<file path="config.mk">
export PLATFORM = sky130hd
export DESIGN_NAME = json_top_level_entry_splitter
export DESIGN_NICKNAME = d
export VERILOG_FILES = /design/src/jtles_pkg.sv /design/src/jtles_front.sv /design/src/jtles_queue.sv /design/src/jtles_back.sv /design/src/json_top_level_entry_splitter.sv
export VERILOG_INCLUDE_DIRS = /design/src /design/src/src
export SDC_FILE = /design/constraint.sdc
export NUM_CORES = 1
export LEC_CHECK = 0
export ABC_AREA = 1
export ABC_CLOCK_PERIOD_IN_PS = 5600
export BUFFER_PORTS_ARGS = -buffer_cell sky130_fd_sc_hd__buf_4
export CAP_MARGIN = 30
export CORE_MARGIN = 2
export CORE_UTILIZATION = 30
export DETAILED_ROUTE_END_ITERATION = 6
export PLACE_DENSITY = 0.47
export SYNTH_ARGS = -nofsm -noshare
export SYNTH_HDL_FRONTEND = slang
export SYNTH_SLANG_ARGS = --single-unit
</file>
<file path="constraint.sdc">
create_clock -name clk -period 5.6 [get_ports clk]
set_input_delay 0.56 -clock clk [delete_from_list [all_inputs] [get_ports clk]]
set_output_delay 0.56 -clock clk [all_outputs]
set_load 0.1 [all_outputs]
</file>
<file path="src/json_top_level_entry_splitter_assert.svh">
// ----------------------------------------------------------------------------
// JSON entry splitter assertion macros
// Shared assertion forms, clocked on clk and disabled while rst_n is low.
// ----------------------------------------------------------------------------
`ifndef JSON_TOP_LEVEL_ENTRY_SPLITTER_ASSERT_SVH
`define JSON_TOP_LEVEL_ENTRY_SPLITTER_ASSERT_SVH

// The condition holds at every clock edge out of reset.
`define JTLES_ASSERT_ALWAYS(label, cond) \
    label: assert property (@(posedge clk) disable iff (!rst_n) (cond)) \
        else $error("jtles: invariant violated");

// Whenever the antecedent holds, the consequent holds at the next edge.
`define JTLES_ASSERT_NEXT(label, ante, cons) \
    label: assert property (@(posedge clk) disable iff (!rst_n) (ante) |=> (cons)) \
        else $error("jtles: next-cycle check failed");

`endif

</file>
<file path="src/jtles_pkg.sv">
// ----------------------------------------------------------------------------
// JSON entry splitter package
// Character classes, roles, error codes and limits of the splitter.
// ----------------------------------------------------------------------------
`timescale 1ns / 1ps

package jtles_pkg;

    localparam int MAX_DEPTH   = 255;
    localparam int MAX_ENTRIES = 4095;

    localparam int DEPTH_W = 8;
    localparam int ENTRY_W = 12;

    localparam int DEPTH_LIMIT_INT = (MAX_DEPTH < 255) ? MAX_DEPTH : 255;
    localparam int ENTRY_LIMIT_INT = (MAX_ENTRIES < 4095) ? MAX_ENTRIES : 4095;

    localparam logic [DEPTH_W-1:0] DEPTH_LIMIT = DEPTH_W'(DEPTH_LIMIT_INT);
    localparam logic [ENTRY_W-1:0] ENTRY_LIMIT = ENTRY_W'(ENTRY_LIMIT_INT);

    localparam int QUEUE_DEPTH = 2;
    localparam int QPTR_W      = (QUEUE_DEPTH > 1) ? $clog2(QUEUE_DEPTH) : 1;
    localparam int QCNT_W      = $clog2(QUEUE_DEPTH + 1);

    localparam logic [3:0] CC_OTHER  = 4'd0;
    localparam logic [3:0] CC_WS     = 4'd1;
    localparam logic [3:0] CC_LBRACE = 4'd2;
    localparam logic [3:0] CC_RBRACE = 4'd3;
    localparam logic [3:0] CC_LBRACK = 4'd4;
    localparam logic [3:0] CC_RBRACK = 4'd5;
    localparam logic [3:0] CC_COLON  = 4'd6;
    localparam logic [3:0] CC_COMMA  = 4'd7;
    localparam logic [3:0] CC_QUOTE  = 4'd8;
    localparam logic [3:0] CC_BSLASH = 4'd9;

    localparam logic [2:0] ROLE_IGNORED   = 3'd0;
    localparam logic [2:0] ROLE_OPEN      = 3'd1;
    localparam logic [2:0] ROLE_KEY_QUOTE = 3'd2;
    localparam logic [2:0] ROLE_KEY_BYTE  = 3'd3;
    localparam logic [2:0] ROLE_COLON     = 3'd4;
    localparam logic [2:0] ROLE_VALUE     = 3'd5;
    localparam logic [2:0] ROLE_COMMA     = 3'd6;
    localparam logic [2:0] ROLE_CLOSE     = 3'd7;

    localparam logic [3:0] ERR_NONE      = 4'd0;
    localparam logic [3:0] ERR_NO_OBJECT = 4'd1;
    localparam logic [3:0] ERR_KEY       = 4'd2;
    localparam logic [3:0] ERR_COLON     = 4'd3;
    localparam logic [3:0] ERR_VALUE     = 4'd4;
    localparam logic [3:0] ERR_SEPARATOR = 4'd5;
    localparam logic [3:0] ERR_STRING    = 4'd6;
    localparam logic [3:0] ERR_BRACKET   = 4'd7;
    localparam logic [3:0] ERR_END       = 4'd8;
    localparam logic [3:0] ERR_DEPTH     = 4'd9;

    typedef struct packed {
        logic [3:0] cls;
        logic       first;
        logic       last;
    } token_t;

endpackage

</file>
<file path="src/jtles_front.sv">
// ----------------------------------------------------------------------------
// JSON entry splitter front end
// Accepts text words, classifies each character and pushes it to the queue.
// ----------------------------------------------------------------------------
`timescale 1ns / 1ps

module jtles_front
    import jtles_pkg::*;
(
    input  logic       in_valid,
    output logic       in_stall,
    input  logic [7:0] text_byte,
    input  logic       first_byte,
    input  logic       last_byte,
    input  logic       queue_full,
    output logic       push,
    output token_t     push_token
);

    logic [3:0] cls;

    always_comb
    begin
        case (text_byte)
            8'h7B:   cls = CC_LBRACE;
            8'h7D:   cls = CC_RBRACE;
            8'h5B:   cls = CC_LBRACK;
            8'h5D:   cls = CC_RBRACK;
            8'h3A:   cls = CC_COLON;
            8'h2C:   cls = CC_COMMA;
            8'h22:   cls = CC_QUOTE;
            8'h5C:   cls = CC_BSLASH;
            default:
            begin
                if (text_byte == 8'h20 || text_byte inside {[8'h09:8'h0D]})
                    cls = CC_WS;
                else
                    cls = CC_OTHER;
            end
        endcase
    end

    assign in_stall         = queue_full;
    assign push             = in_valid && !queue_full;
    assign push_token.cls   = cls;
    assign push_token.first = first_byte;
    assign push_token.last  = last_byte;

endmodule

</file>
<file path="src/jtles_queue.sv">
// ----------------------------------------------------------------------------
// JSON entry splitter token queue
// Short first-in first-out buffer between the front end and the back end.
// ----------------------------------------------------------------------------
`timescale 1ns / 1ps

module jtles_queue
    import jtles_pkg::*;
(
    input  logic   clk,
    input  logic   rst_n,
    input  logic   push,
    input  token_t push_token,
    output logic   full,
    output logic   head_valid,
    output token_t head_token,
    input  logic   pop
);

    token_t              slot_reg [QUEUE_DEPTH];
    logic [QPTR_W-1:0]   wr_ptr_reg;
    logic [QPTR_W-1:0]   wr_ptr_next;
    logic [QPTR_W-1:0]   rd_ptr_reg;
    logic [QPTR_W-1:0]   rd_ptr_next;
    logic [QCNT_W-1:0]   count_reg;
    logic [QCNT_W-1:0]   count_next;

    function automatic logic [QPTR_W-1:0] ptr_inc(input logic [QPTR_W-1:0] p);
        if (p == QPTR_W'(QUEUE_DEPTH - 1))
            return '0;
        else
            return p + 1'b1;
    endfunction

    always_comb
    begin
        wr_ptr_next = push ? ptr_inc(wr_ptr_reg) : wr_ptr_reg;
        rd_ptr_next = pop ? ptr_inc(rd_ptr_reg) : rd_ptr_reg;
        count_next  = count_reg;
        if (push && !pop)
            count_next = count_reg + 1'b1;
        else if (pop && !push)
            count_next = count_reg - 1'b1;
    end

    always_ff @(posedge clk or negedge rst_n)
    begin
        if (!rst_n)
        begin
            wr_ptr_reg <= '0;
            rd_ptr_reg <= '0;
            count_reg  <= '0;
        end
        else
        begin
            wr_ptr_reg <= wr_ptr_next;
            rd_ptr_reg <= rd_ptr_next;
            count_reg  <= count_next;
        end
    end

    always_ff @(posedge clk)
    begin
        if (push)
            slot_reg[wr_ptr_reg] <= push_token;
    end

    assign full       = (count_reg == QCNT_W'(QUEUE_DEPTH));
    assign head_valid = (count_reg != '0);
    assign head_token = slot_reg[rd_ptr_reg];

endmodule

</file>
<file path="src/jtles_back.sv">
// ----------------------------------------------------------------------------
// JSON entry splitter back end
// Runs the object phase machine on queued tokens and registers each result.
// ----------------------------------------------------------------------------
`timescale 1ns / 1ps
`include "json_top_level_entry_splitter_assert.svh"

module jtles_back
    import jtles_pkg::*;
(
    input  logic               clk,
    input  logic               rst_n,
    input  logic               head_valid,
    input  token_t             head_token,
    output logic               pop,
    output logic               out_valid,
    input  logic               out_stall,
    output logic [2:0]         byte_role,
    output logic [ENTRY_W-1:0] entry_index,
    output logic               done_res,
    output logic [3:0]         error_code
);

    localparam logic [3:0] PH_OPEN     = 4'd0;
    localparam logic [3:0] PH_FIRST    = 4'd1;
    localparam logic [3:0] PH_KEYWAIT  = 4'd2;
    localparam logic [3:0] PH_KEY      = 4'd3;
    localparam logic [3:0] PH_COLON    = 4'd4;
    localparam logic [3:0] PH_VALWAIT  = 4'd5;
    localparam logic [3:0] PH_NESTED   = 4'd6;
    localparam logic [3:0] PH_STRVAL   = 4'd7;
    localparam logic [3:0] PH_BARE     = 4'd8;
    localparam logic [3:0] PH_AFTERVAL = 4'd9;
    localparam logic [3:0] PH_DONE     = 4'd10;

    logic [3:0]         phase_reg;
    logic [3:0]         phase_next;
    logic [DEPTH_W-1:0] depth_reg;
    logic [DEPTH_W-1:0] depth_next;
    logic               esc_reg;
    logic               esc_next;
    logic               instr_reg;
    logic               instr_next;
    logic               arr_reg;
    logic               arr_next;
    logic [ENTRY_W-1:0] cnt_reg;
    logic [ENTRY_W-1:0] cnt_next;
    logic [3:0]         err_reg;
    logic [3:0]         err_next;

    logic               out_valid_reg;
    logic               out_valid_next;
    logic [2:0]         role_reg;
    logic [2:0]         role_next;
    logic [ENTRY_W-1:0] idx_reg;
    logic               done_reg;
    logic               done_next;
    logic [3:0]         code_reg;

    logic [3:0]         cur_phase;
    logic [DEPTH_W-1:0] cur_depth;
    logic               cur_esc;
    logic               cur_instr;
    logic               cur_arr;
    logic [ENTRY_W-1:0] cur_cnt;
    logic [3:0]         cur_err;
    logic               open_hit;
    logic               close_hit;
    logic [DEPTH_W-1:0] depth_dec;
    logic [3:0]         cls;

    assign pop = head_valid && (!out_valid_reg || !out_stall);
    assign cls = head_token.cls;

    always_comb
    begin
        if (head_token.first)
        begin
            cur_phase = PH_OPEN;
            cur_depth = '0;
            cur_esc   = 1'b0;
            cur_instr = 1'b0;
            cur_arr   = 1'b0;
            cur_cnt   = '0;
            cur_err   = ERR_NONE;
        end
        else
        begin
            cur_phase = phase_reg;
            cur_depth = depth_reg;
            cur_esc   = esc_reg;
            cur_instr = instr_reg;
            cur_arr   = arr_reg;
            cur_cnt   = cnt_reg;
            cur_err   = err_reg;
        end
    end

    always_comb
    begin
        phase_next = cur_phase;
        depth_next = cur_depth;
        esc_next   = cur_esc;
        instr_next = cur_instr;
        arr_next   = cur_arr;
        cnt_next   = cur_cnt;
        err_next   = cur_err;
        role_next  = ROLE_IGNORED;
        open_hit   = cur_arr ? (cls == CC_LBRACK) : (cls == CC_LBRACE);
        close_hit  = cur_arr ? (cls == CC_RBRACK) : (cls == CC_RBRACE);
        depth_dec  = (cur_depth != '0) ? cur_depth - 1'b1 : '0;

        if (cur_err == ERR_NONE)
        begin
            case (cur_phase)
                PH_OPEN:
                begin
                    if (cls == CC_LBRACE)
                    begin
                        role_next  = ROLE_OPEN;
                        phase_next = PH_FIRST;
                    end
                    else if (cls != CC_WS)
                        err_next = ERR_NO_OBJECT;
                end
                PH_FIRST, PH_KEYWAIT:
                begin
                    if (cls == CC_QUOTE)
                    begin
                        role_next  = ROLE_KEY_QUOTE;
                        esc_next   = 1'b0;
                        phase_next = PH_KEY;
                    end
                    else if (cls == CC_RBRACE && cur_phase == PH_FIRST)
                    begin
                        role_next  = ROLE_CLOSE;
                        phase_next = PH_DONE;
                    end
                    else if (cls != CC_WS)
                        err_next = ERR_KEY;
                end
                PH_KEY:
                begin
                    role_next = ROLE_KEY_BYTE;
                    if (cur_esc)
                        esc_next = 1'b0;
                    else if (cls == CC_BSLASH)
                        esc_next = 1'b1;
                    else if (cls == CC_QUOTE)
                    begin
                        role_next  = ROLE_KEY_QUOTE;
                        phase_next = PH_COLON;
                    end
                end
                PH_COLON:
                begin
                    if (cls == CC_COLON)
                    begin
                        role_next  = ROLE_COLON;
                        phase_next = PH_VALWAIT;
                    end
                    else if (cls != CC_WS)
                        err_next = ERR_COLON;
                end
                PH_VALWAIT:
                begin
                    if (cls inside {CC_LBRACE, CC_LBRACK})
                    begin
                        role_next  = ROLE_VALUE;
                        arr_next   = (cls == CC_LBRACK);
                        instr_next = 1'b0;
                        esc_next   = 1'b0;
                        if (DEPTH_LIMIT == '0)
                            err_next = ERR_DEPTH;
                        else
                        begin
                            depth_next = DEPTH_W'(1);
                            phase_next = PH_NESTED;
                        end
                    end
                    else if (cls == CC_QUOTE)
                    begin
                        role_next  = ROLE_VALUE;
                        esc_next   = 1'b0;
                        phase_next = PH_STRVAL;
                    end
                    else if (cls inside {CC_COMMA, CC_RBRACE, CC_RBRACK})
                        err_next = ERR_VALUE;
                    else if (cls != CC_WS)
                    begin
                        role_next  = ROLE_VALUE;
                        phase_next = PH_BARE;
                    end
                end
                PH_NESTED:
                begin
                    if (cur_instr)
                    begin
                        role_next = ROLE_VALUE;
                        if (cur_esc)
                            esc_next = 1'b0;
                        else if (cls == CC_BSLASH)
                            esc_next = 1'b1;
                        else if (cls == CC_QUOTE)
                            instr_next = 1'b0;
                    end
                    else if (cls == CC_QUOTE)
                    begin
                        role_next  = ROLE_VALUE;
                        instr_next = 1'b1;
                        esc_next   = 1'b0;
                    end
                    else if (open_hit)
                    begin
                        if (cur_depth >= DEPTH_LIMIT)
                            err_next = ERR_DEPTH;
                        else
                        begin
                            role_next  = ROLE_VALUE;
                            depth_next = cur_depth + 1'b1;
                        end
                    end
                    else if (close_hit)
                    begin
                        role_next  = ROLE_VALUE;
                        depth_next = depth_dec;
                        if (depth_dec == '0)
                            phase_next = PH_AFTERVAL;
                    end
                    else
                        role_next = ROLE_VALUE;
                end
                PH_STRVAL:
                begin
                    role_next = ROLE_VALUE;
                    if (cur_esc)
                        esc_next = 1'b0;
                    else if (cls == CC_BSLASH)
                        esc_next = 1'b1;
                    else if (cls == CC_QUOTE)
                        phase_next = PH_AFTERVAL;
                end
                PH_BARE, PH_AFTERVAL:
                begin
                    if (cls == CC_WS)
                        phase_next = PH_AFTERVAL;
                    else if (cls == CC_COMMA)
                    begin
                        role_next  = ROLE_COMMA;
                        phase_next = PH_KEYWAIT;
                        if (cur_cnt < ENTRY_LIMIT)
                            cnt_next = cur_cnt + 1'b1;
                    end
                    else if (cls == CC_RBRACE)
                    begin
                        role_next  = ROLE_CLOSE;
                        phase_next = PH_DONE;
                    end
                    else if (cur_phase == PH_BARE && cls != CC_RBRACK)
                        role_next = ROLE_VALUE;
                    else
                        err_next = ERR_SEPARATOR;
                end
                default:
                begin
                    phase_next = PH_DONE;
                end
            endcase

            if (head_token.last && err_next == ERR_NONE && phase_next != PH_DONE)
            begin
                case (phase_next)
                    PH_OPEN:               err_next = ERR_NO_OBJECT;
                    PH_FIRST, PH_KEYWAIT:  err_next = ERR_KEY;
                    PH_KEY, PH_STRVAL:     err_next = ERR_STRING;
                    PH_COLON:              err_next = ERR_COLON;
                    PH_VALWAIT:            err_next = ERR_END;
                    PH_NESTED:             err_next = instr_next ? ERR_STRING : ERR_BRACKET;
                    default:               err_next = ERR_SEPARATOR;
                endcase
            end
        end

        done_next = (phase_next == PH_DONE) && (err_next == ERR_NONE);
    end

    always_comb
    begin
        if (pop)
            out_valid_next = 1'b1;
        else if (out_stall)
            out_valid_next = out_valid_reg;
        else
            out_valid_next = 1'b0;
    end

    always_ff @(posedge clk or negedge rst_n)
    begin
        if (!rst_n)
        begin
            phase_reg     <= PH_OPEN;
            depth_reg     <= '0;
            esc_reg       <= 1'b0;
            instr_reg     <= 1'b0;
            arr_reg       <= 1'b0;
            cnt_reg       <= '0;
            err_reg       <= ERR_NONE;
            out_valid_reg <= 1'b0;
        end
        else
        begin
            out_valid_reg <= out_valid_next;
            if (pop)
            begin
                phase_reg <= phase_next;
                depth_reg <= depth_next;
                esc_reg   <= esc_next;
                instr_reg <= instr_next;
                arr_reg   <= arr_next;
                cnt_reg   <= cnt_next;
                err_reg   <= err_next;
            end
        end
    end

    always_ff @(posedge clk)
    begin
        if (pop)
        begin
            role_reg <= role_next;
            idx_reg  <= cur_cnt;
            done_reg <= done_next;
            code_reg <= err_next;
        end
    end

    assign out_valid   = out_valid_reg;
    assign byte_role   = role_reg;
    assign entry_index = idx_reg;
    assign done_res    = done_reg;
    assign error_code  = code_reg;

    `JTLES_ASSERT_ALWAYS(a_done_has_no_error, phase_reg != PH_DONE || err_reg == ERR_NONE)
    `JTLES_ASSERT_ALWAYS(a_depth_in_limit, depth_reg <= DEPTH_LIMIT)
    `JTLES_ASSERT_ALWAYS(a_count_in_limit, cnt_reg <= ENTRY_LIMIT)
    `JTLES_ASSERT_NEXT(a_error_sticky, pop && !head_token.first && err_reg != ERR_NONE,
        err_reg == $past(err_reg) && byte_role == ROLE_IGNORED)
    `JTLES_ASSERT_NEXT(a_result_held, out_valid_reg && out_stall,
        out_valid_reg && $stable(role_reg) && $stable(idx_reg) && $stable(code_reg))

endmodule

</file>
<file path="src/json_top_level_entry_splitter.sv">
// ----------------------------------------------------------------------------
// JSON top-level entry splitter
// Tags the role of every byte of a text in a shallow top-level JSON object.
// ----------------------------------------------------------------------------
// Channel  Direction  Handshake          Payload
// in       input      in_valid/in_stall  text_byte, first_byte, last_byte
// out      output     out_valid/out_stall byte_role, entry_index, done_res, error_code
//
// One word is accepted per cycle while in_stall is low; the phase machine handles
// one token a cycle unless out_stall holds its result. An accepted word waits in the
// queue until popped, and its result is then registered. Reset clears all scan state
// at once; no start-up sweep is needed. A two-word queue sits between the classifier
// and the phase machine. in_stall rises only when that queue holds two words.
// ----------------------------------------------------------------------------
`timescale 1ns / 1ps

module json_top_level_entry_splitter
    import jtles_pkg::*;
(
    input  logic               clk,
    input  logic               rst_n,
    input  logic               in_valid,
    output logic               in_stall,
    input  logic [7:0]         text_byte,
    input  logic               first_byte,
    input  logic               last_byte,
    output logic               out_valid,
    input  logic               out_stall,
    output logic [2:0]         byte_role,
    output logic [ENTRY_W-1:0] entry_index,
    output logic               done_res,
    output logic [3:0]         error_code
);

    logic   queue_full;
    logic   push;
    token_t push_token;
    logic   head_valid;
    token_t head_token;
    logic   pop;

    jtles_front u_front (
        .in_valid   (in_valid),
        .in_stall   (in_stall),
        .text_byte  (text_byte),
        .first_byte (first_byte),
        .last_byte  (last_byte),
        .queue_full (queue_full),
        .push       (push),
        .push_token (push_token)
    );

    jtles_queue u_queue (
        .clk        (clk),
        .rst_n      (rst_n),
        .push       (push),
        .push_token (push_token),
        .full       (queue_full),
        .head_valid (head_valid),
        .head_token (head_token),
        .pop        (pop)
    );

    jtles_back u_back (
        .clk         (clk),
        .rst_n       (rst_n),
        .head_valid  (head_valid),
        .head_token  (head_token),
        .pop         (pop),
        .out_valid   (out_valid),
        .out_stall   (out_stall),
        .byte_role   (byte_role),
        .entry_index (entry_index),
        .done_res    (done_res),
        .error_code  (error_code)
    );

endmodule
</file>
# == Word-level counts from Yosys, hierarchy flattened ==
# Memory sizes are Yosys's and may differ from the RTL's.
# Index checks and enable logic that the tools add are counted.
# word_totals
register_bits,56
ram_bits,12
input_bits,14
out_inout_bits,22
word_cells,221
mem_count,1
# classes
add_sub_neg,7
n_lt_le_gt_ge,4
eq_ne,40
mux,121
n_reduce_logical,33
# mem_list
name,words,width,read_ports,rd_ports_with_merged_regs,write_ports,line_no,source
u_queue.slot_reg,2,6,1,0,1,jtles_queue.sv:20,token_t slot_reg [QUEUE_DEPTH];
# ops
operator,count
$mux W4,47
$mux W12,6
$mux W8,9
$pmux W4 S8,2
$mux W3,17
$eq A4 B3 Y1 const B,12
$pmux W4 S6,2
$eq A8 B7 Y1 const B,5
$eq A8 B6 Y1 const B,4
$mux W1,32
$eq A4 B2 Y1 const B,6
$pmux W3 S8,1
$eq A4 B4 Y1 const B,5
$logic_not A4 Y1,5
$pmux W8 S2,1
$add A12 B1 Y12 const B,1
$eq A4 B1 Y1 const B,3
$lt A12 B12 Y1 const B,1
$logic_and A1 B1 Y1,10
$reduce_or A2 Y1,5
$add A8 B1 Y8 const B,1
$ge A8 B4 Y1 const B,1
$ge A8 B8 Y1 const B,1
$le A8 B4 Y1 const B,1
18 further kinds,27

# == Depth between registers and ports, before layout ==
# An unclocked memory read counts as a cell.
# logic_depth
depth_word,19
mapped_depth,27

# == Modules after synthesis ==
# Synthesis repeated with hierarchy kept, for this count alone.
# unflattened
cells_unflattened,705
area_unflattened_um2,4912.2
# modules_own_cells
module,instances,cells_each,area_per_inst_um2,seq_area_each_um2
jtles_back,1,605,4000.1,1401.3
jtles_queue,1,44,668.1,460.4
jtles_front,1,56,244.0,0.0

# == Least setup slack after synthesis ==
# OpenSTA, ideal clock, no wires.
# synth_path
path_type,register -> register
startpoint,reg u_queue.rd_ptr_reg
endpoint,"reg u_back.done_reg (netlist: u_back.done_res), data pin"
arrival_time_ns,2.704
path_slack_ns,2.645
stages_incl_launch_ff,25
synth_period_minus_slack_ns,2.955
path_cell_list,dfrtp_1 nand2_2 nand2_2 buf_4 nor2_1 ha_1 nand4_1 nor2_2 nand3_2 nor2_1 nand2_2 a21oi_1 nand2_1 nand2_1 nand2_1 nor2_1 nand3_1 inv_1 nand2_1 inv_1 nand2_1 nand2_1 nand2_1 nand3_1 nor2_2
# synth_between
elab_chain_cells,19
word_cells_on_any_way,116
# synth_rtl
item,line_no,source
"start, declared",jtles_queue.sv:23,logic [QPTR_W-1:0] rd_ptr_reg;
"start signal, assigned",jtles_queue.sv:57,rd_ptr_reg <= rd_ptr_next;
$mem_v2 Z2 W6 (*),n/a,
$mux W8,jtles_back.sv:77,if (head_token.first)
$sub A8 B1 Y8 or $reduce_bool A8 Y1 (tied branches),jtles_back.sv:111,depth_dec = (cur_depth != '0) ? cur_depth - 1'b1 : '0;
$mux W8,jtles_back.sv:111,
$logic_not A8 Y1,jtles_back.sv:227,if (depth_dec == '0)
$mux W4,jtles_back.sv:227,
$mux W4,jtles_back.sv:223,else if (close_hit)
$mux W4,jtles_back.sv:213,else if (open_hit)
[... 4 more ...],n/a,
$eq A4 B2 Y1 (tied with other cells),jtles_back.sv:272,case (phase_next)
$reduce_or A2 Y1,jtles_back.sv:272,
$pmux W4 S6,jtles_back.sv:272,
$mux W4,jtles_back.sv:270,if (head_token.last && err_next == ERR_NONE && phase_next != PH_DONE)
$mux W4,jtles_back.sv:113,if (cur_err == ERR_NONE)
$logic_not A4 Y1,jtles_back.sv:284,done_next = (phase_next == PH_DONE) && (err_next == ERR_NONE);
$logic_and A1 B1 Y1 (*),jtles_back.sv:284,
via u_back.done_next,jtles_back.sv:57,logic done_next;
"end signal, assigned",jtles_back.sv:332,done_reg <= done_next;
"end, declared",jtles_back.sv:56,logic done_reg;
# Mark *: on every way through the listed nets, which the timed path passes. The rest lies on a longest branch. The select of a mux whose other input is x is not followed.
# A chain may end at the register's enable or synchronous reset.

# == Final worst setup path ==
# layout_path
startpoint,reg u_queue.rd_ptr_reg
endpoint,"reg u_back.done_reg (netlist: u_back.done_res), data pin"
# layout_between
elab_chain_cells,19
word_cells_on_any_way,116
# layout_rtl
item,line_no,source
$mem_v2 Z2 W6 (*),n/a,
$mux W8,jtles_back.sv:77,
$sub A8 B1 Y8 or $reduce_bool A8 Y1 (tied branches),jtles_back.sv:111,
$mux W8,jtles_back.sv:111,
$logic_not A8 Y1,jtles_back.sv:227,
$mux W4,jtles_back.sv:227,
$mux W4,jtles_back.sv:223,
$mux W4,jtles_back.sv:213,
[... 5 more ...],n/a,
$reduce_or A2 Y1,jtles_back.sv:272,
$pmux W4 S6,jtles_back.sv:272,
$mux W4,jtles_back.sv:270,
$mux W4 (*),jtles_back.sv:113,
via u_back.err_next[2],jtles_back.sv:49,logic [3:0] err_next;
$logic_not A4 Y1 (*),jtles_back.sv:284,
$logic_and A1 B1 Y1 (*),jtles_back.sv:284,
via u_back.done_next,jtles_back.sv:57,
# Marked as above.

==> results by group <==
Finish
  • ANT cells: 0
  • Area taken by multi-input logic gates: 2803 um2
  • Share of layout cells above drive strength 1: 17.67%
  • Area Overhead vs Synth: 15.07%
  • Final core occ: 34.93%
  • FILL cells: 1849
  • Final net count: 777
  • FF+latch area: 1862 um2

Drt
  • Avg WL per Cell: 16.63 um
  • DRT iter0 DRCs: 389
  • WL final: 16440 um
  • DR pass1 iterations: 5
  • DRC violations left: 0
  • Via Count: 5014
  • Antenna-violating nets left: 0
  • Via/cell ratio: 5.070

Logic synthesis
  • Synth Warn #: 0
  • EDFF count, synth: 32
  • Synth area leaders: edfxtp_1, dfrtp_1, nand2_1
  • Async SR Flop Fraction: 52.94%
  • Primary FF master, synth: dfrtp_1
  • Synth Area per Inst: 7.217 um2
  • Seq/Total Area, Yosys: 35.83%
  • Post-synth top area share: 18.49%
  • Largest area contributor in the netlist: edfxtp_1
  • Top-count cell post-synth: nand2_1
  • Synth cell count leaders: nand2_1, inv_1, nor2_1
  • Syn Inst Count: 720
  • Cell variety after synth: 56
  • Net count after synthesis: 738
  • Syn Std Cell Area: 5196 um2
  • Post-synthesis register bit count: 68

Setup path
  • Worst setup EP type: flip-flop
  • CP most frequent cell: nand2_1
  • Max incr delay on CP: 0.52 ns
  • Worst flop-to-flop path startpoint: u_queue.rd_ptr_reg
  • CP Max Fanout: 20
  • R2r setup slk: 1.44 ns
  • Slowest-stage cell, CP: dfrtp_1
  • Crit path DAT: 4.26 ns
  • Reg2Reg Depth: 25
  • Worst flop-to-flop path endpoint: u_back.done_res
  • WP data required: 5.70 ns
  • Critical path launch point type: flip-flop
  • Type of the worst setup path: reg -> reg

Clock network
  • Clock Path Buffers: 2
  • CTS sink cnt: 68
  • Cts repair resizes: 0
  • Post-CTS setup buffers: 0
  • H-tree Lvls: 3
  • Total CTS buffers: 9
  • CTS tree: done
  • Hold Buf Count CTS: 0
  • Clk Latency, worst-skew pair: 0.34 ns
  • CTS root buffer: clkbuf_16
  • Clock transition at path regs: 0.06 ns

Timing
  • Skew final: 0.007704 ns
  • Achievable frequency: 0.2404 GHz
  • Minimum clock period: 4.159 ns
  • Max_slew headroom: 55.61%
  • RSZ-0062 raised after global routing: no
  • Part of the cycle the worst path needs: 74.27%
  • Max Slew Vio Count: 0
  • Worst Tran Pin Value: 0.6636 ns
  • Fin Setup TNS: 0 ns
  • Final setup viols: 0
  • Endpoints failing hold: 0

Placed design
  • Routability congestion estimate: 0.9232
  • Buffers on Ports: 35
  • Dpl hpwl: 12640 um

GRT
  • Largest net degree at the start of global routing: 39
  • Gr usage total: 18.66%
  • Vias in the first global route: 4832
  • First-pass GRT wire length: 26240 um
  • Grt ovf: 0
  • Antenna violations before repair: 0

Flow run
  • Max Cap Viol: 0

Power and ir drop
  • Static leakage: 2.818 nW
  • Tot Pwr: 3.474 mW
  • PwrDens: 581.0 nW/um2
  • VDD IR max: 0.0002794 V

Floorplanning
  • DIE WIDTH: 135.6 um
  • Initial cell density of the core: 30.36%
  • Row count: 48
  • Die height: 135.6 um
  • Die area: 18390 um2
  • Core Area: 17120 um2
  • IO Pins: 36

Run status
  • Status: finished, final reports clean

Worst hold path
  • Hold Crit Class: in -> async
==> cell type report <==
| cell class | instances | area share (%) |
|---|---|---|
| Clock inverter | 6 | 1.088 |
| Sequential cell | 68 | 31.14 |
| Clock buffer | 10 | 3.829 |
| Inverter | 119 | 7.470 |
| Timing Repair Buffer | 39 | 4.896 |
| Multi-Input combinational cell | 522 | 46.87 |
| Tap cell | 225 | 4.708 |
==> how the worst max path moves through the flow <==
stage	from	to	slack (ns)	cells past startpoint
floorplan	u_queue.rd_ptr_reg	u_back.done_res	2.64	24
global placement	u_queue.rd_ptr_reg	u_back.done_res	1.35	25
detailed placement	u_queue.rd_ptr_reg	u_back.done_res	1.44	25
CTS	u_queue.rd_ptr_reg	u_back.done_res	1.42	25
global route	u_queue.rd_ptr_reg	u_back.done_res	0.95	25
finish	u_queue.rd_ptr_reg	u_back.done_res	1.44	25
==> where the power goes <==
| part | switching (mW) | internal, mW |
|---|---|---|
| Combinational | 1.62 | 0.497 |
| Sequential | 0.0932 | 0.694 |
| Clock | 0.225 | 0.345 |
==> critical path, delay by kind of cell, from the launching register on <==
family | cells | cell delay, ns
buf+inv | 3 | 0.55
simple gates | 21 | 2.63
fa+ha+maj | 1 | 0.20
flops | 1 | 0.52
==> through the flow <==
step | hold WS (ns) | cell area, um2 | std cells | worst slack (ns)
5_1_grt | 0.2346 | 5979 | 989 | 0.9458
6_report | 0.2038 | 5979 | 989 | 1.441
3_5_place_dp | 0.4847 | 5685 | 973 | 1.441
4_1_cts | 0.2223 | 5979 | 989 | 1.424
2_1_floorplan | 0.2644 | 5196 | 720 | 2.645
3_3_place_gp | 0.4848 | 5685 | 973 | 1.347
==> logic make-up (layout without fill, tap and decap cells) <==
logic type	Yosys count	count (layout)	synth area share (%)
simple gates	401	401	38.48
flops	68	68	35.83
compound gates	103	103	12.06
fa+ha+maj	4	4	0.9632
buf+inv	130	174	10.31
xor+xnor	14	14	2.360
==> layout by cell type (no fill, tap or decap), drive strengths merged, types with 4 or more instances in the layout <==
master / n
xor2: 12
dfrtp: 36
o21ai: 46
clkinv: 7
nand4: 12
edfxtp: 32
nand3b: 5
nand3: 53
ha: 4
nor2: 100
clkbuf: 10
a21oi: 24
nor3: 14
nand2: 207
buf: 39
o31ai: 5
inv: 116
nor4: 7
a31oi: 5
==> layer usage <==
| metal | up-vias | global-route usage [%] | share of wire, % |
|---|---|---|---|
| met5 | - | 0 | 0 |
| met4 | 0 | 6.424 | 2.7 |
| met3 | 31 | 3.292 | 5.8 |
| met2 | 206 | 30.05 | 46 |
| met1 | 2341 | 25.23 | 46 |
| li1 | 2436 | - | - |
No activity file was read; power rests on OpenSTA's default activity.
